### config.mk
export PLATFORM = sky130hd
export DESIGN_NAME = ctc_out
export DESIGN_NICKNAME = d
export VERILOG_FILES = /design/src/rtl/ctc_pkg.sv /design/src/rtl/ctc_out.sv
export SDC_FILE = /design/constraint.sdc
export NUM_CORES = 1
export LEC_CHECK = 0
export BUFFER_PORTS_ARGS = -buffer_cell sky130_fd_sc_hd__buf_2
export CAP_MARGIN = 20
export CELL_PAD_IN_SITES_DETAIL_PLACEMENT = 1
export CELL_PAD_IN_SITES_GLOBAL_PLACEMENT = 1
export CORE_AREA = 2 2 273 275
export CTS_BUF_LIST = sky130_fd_sc_hd__clkbuf_2
export CTS_CLUSTER_SIZE = 24
export DETAILED_ROUTE_END_ITERATION = 6
export DIE_AREA = 0 0 275 277
export PLACE_DENSITY_LB_ADDON = 0.15
export SLEW_MARGIN = 20
export SYNTH_ARGS = -nofsm -noshare
export SYNTH_HDL_FRONTEND = slang
export SYNTH_SLANG_ARGS = --single-unit
### constraint.sdc
create_clock -name clk -period 3.45 [get_ports clk]
set_clock_uncertainty 0.1 [all_clocks]
set_input_delay 0.5175 -clock clk [delete_from_list [all_inputs] [get_ports clk]]
set_output_delay 0.5175 -clock clk [all_outputs]
set_load 0.05 [all_outputs]
### src/rtl/ctc_pkg.sv
// Shared types and constants for the cubic trajectory coefficient pipeline.
// Holds the beat payload structs, the status codes and the inter-stage structs.
// No dependencies.
package ctc_pkg;

  localparam int QUO_W  = 48;
  localparam int MAG_W  = 60;
  localparam int DEN2_W = 48;
  localparam int DEN3_W = 72;

  localparam logic [QUO_W-1:0] POS_LIM = {1'b0, {(QUO_W-1){1'b1}}};
  localparam logic [QUO_W-1:0] NEG_LIM = {1'b1, {(QUO_W-1){1'b0}}};

  typedef enum logic [1:0] {
    STATUS_OK       = 2'd0,
    STATUS_SAT      = 2'd1,
    STATUS_ZERO_DUR = 2'd2
  } status_t;

  typedef struct packed {
    logic signed [31:0] pos_start;
    logic signed [31:0] pos_end;
    logic signed [31:0] vel_start;
    logic signed [31:0] vel_end;
    logic [23:0]        duration;
  } seg_t;

  typedef struct packed {
    logic signed [47:0] coef_zero;
    logic signed [47:0] coef_one;
    logic signed [47:0] coef_two;
    logic signed [47:0] coef_three;
    status_t            status;
  } coef_t;

  typedef struct packed {
    logic              zero;
    logic [31:0]       p0;
    logic [31:0]       v0;
    logic              neg2;
    logic              neg3;
    logic [MAG_W-1:0]  mag2;
    logic [MAG_W-1:0]  mag3;
    logic [DEN2_W-1:0] den2;
    logic [DEN3_W-1:0] den3;
  } front_t;

  typedef struct packed {
    logic              zero;
    logic [31:0]       p0;
    logic [31:0]       v0;
    logic              neg2;
    logic              neg3;
    logic              ovf2;
    logic              ovf3;
    logic [DEN2_W-1:0] den2;
    logic [DEN3_W-1:0] den3;
    logic [DEN2_W-1:0] rem2;
    logic [DEN3_W-1:0] rem3;
    logic [QUO_W-1:0]  low2;
    logic [QUO_W-1:0]  low3;
    logic [QUO_W-1:0]  q2;
    logic [QUO_W-1:0]  q3;
  } div_t;

endpackage

### src/rtl/ctc_out.sv
// Output stages: saturation of the quotients, then sign restore and status into
// the output register. Depends on ctc_pkg.
module ctc_out import ctc_pkg::*; (
  input  logic  clk,
  input  logic  rst,
  input  logic  en,
  input  logic  dv_valid,
  input  div_t  dv,
  output logic  coef_valid,
  output coef_t coef
);

  logic             f_valid, f_zero, f_neg2, f_neg3, f_sat;
  logic [31:0]      f_p0, f_v0;
  logic [QUO_W-1:0] f_m2, f_m3, lim2, lim3, m2, m3;
  logic             sat2, sat3;

  always_comb begin
    lim2 = dv.neg2 ? NEG_LIM : POS_LIM;
    lim3 = dv.neg3 ? NEG_LIM : POS_LIM;
    sat2 = dv.ovf2 || (dv.q2 > lim2);
    sat3 = dv.ovf3 || (dv.q3 > lim3);
    m2   = sat2 ? lim2 : dv.q2;
    m3   = sat3 ? lim3 : dv.q3;
  end

  always_ff @(posedge clk) begin
    if (rst) begin
      f_valid    <= 1'b0;
      coef_valid <= 1'b0;
    end else if (en) begin
      f_valid    <= dv_valid;
      coef_valid <= f_valid;
    end
  end

  always_ff @(posedge clk) begin
    if (en) begin
      f_zero <= dv.zero;
      f_p0   <= dv.p0;
      f_v0   <= dv.v0;
      f_neg2 <= dv.neg2;
      f_neg3 <= dv.neg3;
      f_m2   <= m2;
      f_m3   <= m3;
      f_sat  <= sat2 || sat3;

      coef.coef_zero  <= f_zero ? '0 : {{16{f_p0[31]}}, f_p0};
      coef.coef_one   <= f_zero ? '0 : {{16{f_v0[31]}}, f_v0};
      coef.coef_two   <= f_zero ? '0 : (f_neg2 ? ({QUO_W{1'b0}} - f_m2) : f_m2);
      coef.coef_three <= f_zero ? '0 : (f_neg3 ? ({QUO_W{1'b0}} - f_m3) : f_m3);
      coef.status     <= f_zero ? STATUS_ZERO_DUR : (f_sat ? STATUS_SAT : STATUS_OK);
    end
  end

endmodule
==> summary.txt, run 1 <==
Worst r2r path cells = 7
DR WL/cell = 17.08 um
Die width = 275 um
Top-count cell post-synth = edfxtp_1
Core Rows = 100
Dpl cell area = 0.01913 mm^2
Clock power frac = 28.4%
Area delta synth->final = 48.49%
Setup TNS = -0.06287 ns
Inst Count DP = 2511
Hold path cells = 4
Port Buffers = 363
Hold_sp = dv[432]
Max Clk Rate = 0.2878 GHz
Class of the most critical hold timing path = in -> reg
Max Cap Violations = 0
Core area = 0.07357 mm^2
CP Data Arrival Time = 4.15 ns
Layout cell share with drive strength beyond 1 = 28.93%
Most frequent cells after synthesis = 326 x edfxtp_1, 107 x nor2_1, 98 x ha_1, 75 x xor2_1, 72 x nor2b_1
Top Ports = 700
Setup ws final = -0.02487 ns
Async S/R FF share, synth = 0%
Total Routing Usage GR = 13.51%
Fin crit period = 3.475 ns
Critical Path RT = 4.12 ns
Clock latency on the worst-skew pair = 1.05 ns
Maximum clock path buffer count = 3
Nets = 2590
Hold WS = 0.2422 ns
Starting DRT DRC Count = 451
Switching fraction of total power = 33.41%
Final hold vios = 0
Die Area = 0.07618 mm^2
Sequential Power Share = 48.1%
Die H = 277 um
Vias in the first global route = 13606
Critical path type = in -> reg
Initial antenna violation count = 17
CTS Buf Count = 97
Pleak = 9.823 nW
Post-DP HPWL = 36650 um
Vias post-DR = 12632
Power density cells = 445.1 mW/mm^2
Worst r2r src = f_m2[8]$_DFFE_PP_
Mean Syn Cell Area = 13.22 um^2
Gr ovfl total = 0
Synth warn = 0
Mapped Cells = 1199
Final Cell Area = 0.02354 mm^2
Status = finished, violations left
Placer Congestion = 0.8156
Tcrit/Tclk final = 100.7%
Crit end category = register
Detail Route Antenna Nets = 0
Leading post-synthesis cells by cell area = edfxtp_1 62%, ha_1 7.7%, xor2_1 4.1%
Count of flip-flops with a built-in enable after synthesis = 326
Violated checks = setup timing
Yosys top cell area share = 61.75%
Drt via density = 4.163
Peak VDD IR = 0.2058 mV
CP Launch Type = primary input
Flops & latches, synth = 328
WL final = 51820 um
P_sw = 3.501 mW
Clk pin slew, worst setup/hold paths = 0.09 ns
Drt drc = 0
First-pass GRT wire length = 78810 um
Seq/Total Area, Yosys = 62.00%
Setup Viol. Count Final = 3
Clk root buf = clkbuf_2
Ys flop type = edfxtp_1
Critical-path maximum fanout = 31
Layout Cells excl Fill = 3034
Mapped Area = 0.01585 mm^2
Pins over their slew limit = 0
Cell Int Power = 6.978 mW
First-pass DRT Iterations = 6
Crit path from = dv[435]
Setup Slack @ Placement = -0.2782 ns
Largest net degree at the start of global routing = 163
TritonCTS clock tree = done
Synthesized Nets = 1802
Comb pwr share = 23.5%
Area leader, netlist = edfxtp_1
H-Tree Depth = 3
Worst-Margin Slew = 0.8208 ns
Initial core utilization = 21.55%
Clk sinks = 328
Count of cell types in the netlist = 54
Slew headroom = 45.28%
-- worst max-delay path: stages --
cell and delay [ns]:
dlygate4sd3_1 0.55, buf_6 0.15, buf_4 0.14, ha_1 0.31
a21oi_2 0.12, o21ai_1 0.10, a221oi_2 0.27, o21ai_2 0.13
a2111o_1 0.49, o311a_4 0.40, buf_12 0.17, a21o_1 0.19
dlygate4sd3_1 0.59
-- kinds of logic (layout without fill, tap and decap cells) --
logic type | Yosys count | after routing | share of synthesized area, %
other cells | 0 | 8 | 0
mux | 6 | 6 | 0.3867
compound gates | 244 | 244 | 10.74
buf+inv | 92 | 950 | 3.086
fa+ha+maj | 98 | 98 | 7.735
xor+xnor | 92 | 92 | 5.083
flops | 328 | 328 | 62.00
simple gates | 339 | 339 | 10.96
-- metrics by stage --
step,power [mW],util (%)
finish,10.48,32.00
global route,11.15,31.98
CTS,10.74,31.85
detailed placement,7.218,26.00
global placement,7.179,26.00
floorplan,6.447,-
-- power by group through the flow --
stage	registers, mW	logic, mW	clock network, mW
finish	5.04	2.47	2.97
global route	5.09	2.69	3.37
CTS	5.04	2.49	3.21
detailed placement	5.13	2.08	0
global placement	5.13	2.05	0
floorplan	5.64	0.811	0
-- path summary, 6_finish.rpt --
path	to	slack, ns
worst max-delay path	f_m2[21]$_DFFE_PP_	-0.02
worst max register to register	coef[89]$_SDFFCE_PP0P_	0.46
worst min-delay path	f_m3[13]$_DFFE_PP_	0.24
worst min register to register	coef[151]$_SDFFCE_PP0P_	0.39
-- final cells by class --
class | count | area [um^2]
multi-input combinational | 779 | 5619
timing repair buffer | 769 | 5943
tap | 969 | 1212
clock inverter | 33 | 190.2
inverter | 12 | 45.04
fill | 8221 | 50030
antenna | 8 | 20.02
sequential | 328 | 9829
clock buffer | 136 | 680.7
-- sequential cells by signal, summed over array words and instances, names as in the netlist --
| name | cells |
|---|---|
| f_sat | 1 |
| f_neg2 | 1 |
| coef_valid | 1 |
| coef | 162 |
| f_v0 | 32 |
| f_p0 | 32 |
| f_neg3 | 1 |
| f_valid | 1 |
| f_m3 | 48 |
| f_m2 | 48 |
| f_zero | 1 |
-- cell usage in the layout (no fill, tap or decap), drive strengths merged, types with 7 or more instances in the layout --
cell type    Yosys  layout
buf             46     426
o31ai           24      24
nand3           17      17
diode            0       8
o21ai           37      37
edfxtp         326     326
clkinv           0      28
dlygate4sd3      0     343
xor2            75      75
nand4           20      20
a21o            54      54
a21oi           41      41
nor2b           72      72
clkbuf          34     136
xnor2           17      17
or4              8       8
nand2           55      55
nor4             8       8
nor3            15      15
inv             12      15
nor2           107     107
or3             17      17
ha              98      98
o21a            49      49
a211oi           7       7
o41ai           16      16
-- per-layer routing --
layer  track usage [%]  share of wire [%]
met5                 0               0.20
met4             5.891                3.3
met3             3.468                6.2
met2             21.70                 46
met1             17.05                 45
-- what timing repair did --
action	4_1_cts	5_1_grt
buffers inserted	0	3
hold buffers	343	0
endpoints found under the hold margin	473	0
setup endpoints to repair	0	68
gates resized for setup	0	16
Note: power is estimated with default switching activity, not from simulation.
==> run 2, diff against run 1 <==
==> constraint.sdc (replaced) <==
create_clock -name clk -period 3.4 [get_ports clk]
set_clock_uncertainty 0.1 [all_clocks]
set_input_delay 0.51 -clock clk [delete_from_list [all_inputs] [get_ports clk]]
set_output_delay 0.51 -clock clk [all_outputs]
set_load 0.05 [all_outputs]
==> run 2 against run 1 <==
- the run still ends with setup timing left
- global-route usage grew 0.062 points
- sequential cell count is the same
- final cell count grew 1.4%
- hold slack lost 0.012 ns
- via count grew 1.4%
- critical endpoint is now f_m3[13]$_DFFE_PP_
==> summary.txt, run 2 (synthesized netlist as in run 1, its figures left out) <==
First-pass DRT Iterations = 5
Crit end category = register
Post-DP HPWL = 36670 um
Clock latency on the worst-skew pair = 1.10 ns
Most frequent cells in the layout = 374 x dlygate4sd3_1, 362 x buf_2, 326 x edfxtp_1, 143 x clkbuf_2, 107 x nor2_1
Top Ports = 700
Die H = 277 um
Initial core utilization = 21.55%
Slew headroom = 47.98%
Drt via density = 4.167
Worst-Margin Slew = 0.7804 ns
Maximum clock path buffer count = 3
DR WL/cell = 17.07 um
Inst Count DP = 2518
Power, Total = 10.83 mW
Core area = 0.07357 mm^2
Max reg flops = 162
Power density cells = 453.2 mW/mm^2
Starting DRT DRC Count = 416
Vias post-DR = 12814
Placer Congestion = 0.8031
H-Tree Depth = 3
Worst path max stage delay = 0.59 ns
Clk sinks = 328
Final Cell Area = 0.02391 mm^2
CTS Buf Count = 97
WL final = 52480 um
Final hold vios = 0
Violated checks = setup timing
Layout cell share with drive strength beyond 1 = 28.98%
Critical Path RT = 4.12 ns
Met3 Use GR = 3.512%
Gr ovfl total = 0
Die width = 275 um
Grt met2 use = 21.89%
Clk pin slew, worst setup/hold paths = 0.11 ns
Most used routing layer = met2
CP Launch Type = primary input
Area delta synth->final = 50.81%
Max Clk Rate = 0.2910 GHz
CP Data Arrival Time = 4.15 ns
Tcrit/Tclk final = 101.1%
Total Routing Usage GR = 13.57%
Status = finished, violations left
Critical path type = in -> reg
Slowest-stage cell, CP = or4_4
Vias in the first global route = 13521
First-pass GRT wire length = 78910 um
Top flop regs = coef (162), f_m2 (48), f_m3 (48)
Initial antenna violation count = 18
Largest net degree at the start of global routing = 163
Met1 Use GR = 17.15%
Pins over their slew limit = 0
Layout Cells excl Fill = 3075
Dpl cell area = 0.01918 mm^2
Drt drc = 0
Fin crit period = 3.437 ns
Critical-path cell list = dlygate4sd3_1, buf_2, ha_1, nand4_1, or2_1, nor3_4, nand4_1, or4_4, o31a_2, buf_12, o21a_1, dlygate4sd3_1
Nets = 2626
Commonest non-fill, non-tap cell in the layout = dlygate4sd3_1
Peak VDD IR = 0.1871 mV
Setup Viol. Count Final = 23
Port Buffers = 363
Detail Route Antenna Nets = 0
Die Area = 0.07618 mm^2
Critical-path maximum fanout = 26
Clk root buf = clkbuf_2
TritonCTS clock tree = done
Max Cap Violations = 0
Core Rows = 100
Class of the most critical hold timing path = in -> reg
Pleak = 10.03 nW
Hold WS = 0.2297 ns
Largest Register = coef
Setup ws final = -0.03654 ns
-- run 2: cell count changes in the layout (fill, tap and decap cells not counted), sizes merged --
cell,before,now
dlygate4sd3,343,374
clkbuf,136,143
buf,426,431
clkinv,28,24
inv,15,17
bufinv,1,2
clkinvlp,1,0
-- run 2: report_power, final --
part           internal (mW)  switching, mW
Sequential              4.90          0.210
Clock                   1.31           1.88
Combinational           1.02           1.51
Total                   7.23           3.60
-- run 2: repair_timing --
item	CTS	global route
buffers inserted	0	1
hold endpoints to repair	464	0
hold buffers	374	0
resized for setup	0	6
setup endpoints to repair	0	46
-- run 2: cell type report --
type | count | area [um^2]
well taps | 969 | 1212
inverters | 12 | 45.04
clock inverters | 31 | 206.4
diodes | 8 | 20.02
repair buffers | 805 | 6281
fillers | 8292 | 49660
flip-flops and latches | 328 | 9829
clock buffers | 143 | 715.7
multi-input cells | 779 | 5598
-- run 2: routing by layer --
metal / wire, um / vias up
li1: - / 6190
met1: 23160 / 6140
met2: 24520 / 356
met3: 3250 / 108
met4: 1419 / 20
met5: 130 / -
-- run 2: through the flow --
stage                     setup TNS, ns  setup WS [ns]  utilization [%]
final                           -0.3109       -0.03654            32.50
after global routing         -0.0002953     -0.0002953            32.49
after CTS                             0        0.08659            32.41
after detailed placement         -23.27        -0.3540            26.07
after global placement           -21.17        -0.3422            26.07
after floorplan                       0         0.3118                -
-- run 2: worst paths after layout --
| check | start | endpoint | slack [ns] | depth (start not counted) |
|---|---|---|---|---|
| worst max-delay path | dv[46] | f_m3[13]$_DFFE_PP_ | -0.04 | 12 |
| worst min-delay path | dv[432] | f_sat$_DFFE_PP_ | 0.23 | 4 |
| worst max register to register | f_m2[8]$_DFFE_PP_ | coef[89]$_SDFFCE_PP0P_ | 0.40 | 7 |
| worst min register to register | coef_valid$_SDFFE_PP0P_ | coef_valid$_SDFFE_PP0P_ | 0.40 | 2 |
-- run 2: worst max-delay path, delay by kind of cell --
kind,cells,cell delay (ns)
AOI/OAI and AO/OA,2,0.36
adders and majority gates,1,0.30
buffers and inverters,4,1.41
and+or+nand+nor,5,1.56
==> run 3, diff against run 2 <==
==> constraint.sdc (replaced) <==
create_clock -name clk -period 3.58 [get_ports clk]
set_clock_uncertainty 0.1 [all_clocks]
set_input_delay 0.537 -clock clk [delete_from_list [all_inputs] [get_ports clk]]
set_output_delay 0.537 -clock clk [all_outputs]
set_load 0.05 [all_outputs]
==> run 3 against run 2 <==
- the run now ends clean
- non-clock buffer count shrank 62
- combinational power shrank 8%
- design area down 2.9%
- die area unchanged
- sequential cell count unchanged
- hold slack got worse by 0.038 ns
- critical path type unchanged
- largest power group unchanged
- highest routed layer unchanged
==> summary.txt, run 3 (synthesized netlist as in run 1, its figures left out) <==
Critical Path RT = 4.24 ns
Max Cap Violations = 0
Drt drc = 0
Worst path max stage delay = 0.62 ns
Max Clk Rate = 0.2815 GHz
Largest net degree at the start of global routing = 91
Post-DP HPWL = 36970 um
Setup Viol. Count Final = 0
DR WL/cell = 17.15 um
CP Data Arrival Time = 4.21 ns
Initial core utilization = 21.55%
Detail Route Antenna Nets = 0
Worst r2r path cells = 7
# fillers = 8228
First-pass DRT Iterations = 4
WL final = 51540 um
H-Tree Depth = 3
TritonCTS clock tree = done
Final Util = 31.55%
Tcrit/Tclk final = 99.24%
Starting DRT DRC Count = 409
Fin crit period = 3.553 ns
First-pass GRT wire length = 77490 um
Most frequent cells in the layout = 361 x buf_2, 326 x edfxtp_1, 324 x dlygate4sd3_1, 132 x clkbuf_2, 107 x nor2_1
Power, Total = 9.998 mW
Pins over their slew limit = 0
Max reg flops = 162
Peak VDD IR = 0.1603 mV
Slew headroom = 45.86%
Hold path cells = 4
Maximum clock path buffer count = 3
Port Buffers = 363
Clk pin slew, worst setup/hold paths = 0.07 ns
CTS Buf Count = 93
Core area = 0.07357 mm^2
Core Rows = 100
Area delta synth->final = 46.42%
Critical-path cell list = buf_2, dlygate4sd3_1, buf_6, ha_1, nand4_1, nor3_1, buf_4, nand4_1, or4_1, o31a_2, buf_12, o21a_1, dlygate4sd3_1
Placer Congestion = 0.8114
Total Routing Usage GR = 13.31%
RSZ-0062 raised after global routing = no
Critical-path maximum fanout = 24
Layout cell share with drive strength beyond 1 = 28.64%
Crit end category = register
Status = finished clean
Vias in the first global route = 13183
Largest Register = coef
Clock latency on the worst-skew pair = 1.08 ns
Clk root buf = clkbuf_2
Pleak = 9.673 nW
Slowest-stage cell, CP = or4_1
Top Ports = 700
Setup Slack @ Placement = -0.2536 ns
Class of the most critical hold timing path = in -> reg
Critical path type = in -> reg
Worst-Margin Slew = 0.8121 ns
Die Area = 0.07618 mm^2
Clk sinks = 328
Setup ws final = 0.02719 ns
Die width = 275 um
Drt via density = 4.153
Gr ovfl total = 0
Vias post-DR = 12483
Power density cells = 430.8 mW/mm^2
Multi-input logic area = 0.005575 mm^2
CP Launch Type = primary input
Setup TNS = 0 ns
Initial antenna violation count = 21
Commonest non-fill, non-tap cell in the layout = buf_2
Die H = 277 um
Top flop regs = coef (162), f_m2 (48), f_m3 (48)
Nets = 2560
Final hold vios = 0
Register area = 0.009829 mm^2
run 3: cell count changes in the layout (fill, tap and decap cells not counted), moves of 2 or more:
cell / previous run / this run
clkinv_2: 6 / 4
diode_2: 8 / 15
inv_6: 5 / 2
clkbuf_2: 143 / 132
buf_4: 52 / 39
buf_6: 0 / 4
dlygate4sd3_1: 374 / 324
buf_12: 16 / 14
run 3: worst max-delay path, delay by kind of cell:
kind,cells,cell delay (ns)
AOI/OAI and AO/OA,2,0.37
adders and majority gates,1,0.34
and+or+nand+nor,4,1.14
buffers and inverters,6,1.82
run 3: what timing repair did:
item	CTS	global route
setup endpoints to repair	0	72
hold endpoints to repair	297	0
hold buffers	324	0
gates resized for setup	0	7
buffers inserted	0	1
run 3: final timing paths:
check / start / to / slack (ns)
worst max-delay path: dv[434] / f_m3[40]$_DFFE_PP_ / 0.03
worst min-delay path: dv[432] / f_m3[8]$_DFFE_PP_ / 0.19
worst max register to register: f_m2[8]$_DFFE_PP_ / coef[89]$_SDFFCE_PP0P_ / 0.54
worst min register to register: coef_valid$_SDFFE_PP0P_ / coef_valid$_SDFFE_PP0P_ / 0.40
run 3: area by class of cell:
type                    count  share of cell area, %
flip-flops and latches    328                  42.35
repair buffers            743                  24.48
multi-input cells         779                  24.02
well taps                 969                  5.223
clock buffers             132                  2.846
clock inverters            28                 0.7223
inverters                  12                 0.1941
diodes                     15                 0.1617
run 3: through the flow:
step                      instances  cell area (um^2)  hold slack (ns)
after floorplan                1199             15850           0.3244
after detailed placement       2506             19060           0.3857
after global placement         2506             19060           0.3745
after global routing           3001             23200          0.08126
after CTS                      2990             23140         0.003636
final                          3006             23210           0.1919
run 3: metal layers:
| metal | track usage, % | part of all wire, % | vias up |
|---|---|---|---|
| met5 | 0 | 0.23 | - |
| met4 | 4.851 | 2.6 | 18 |
| met3 | 3.815 | 6.2 | 106 |
| met1 | 16.72 | 44 | 5977 |
| li1 | - | - | 6063 |
| met2 | 21.61 | 46 | 319 |
run 3: where the power goes:
| part | internal, mW | switching [mW] |
|---|---|---|
| logic | 0.916 | 1.42 |
| clock network | 1.09 | 1.72 |
| registers | 4.66 | 0.199 |
| total | 6.66 | 3.34 |
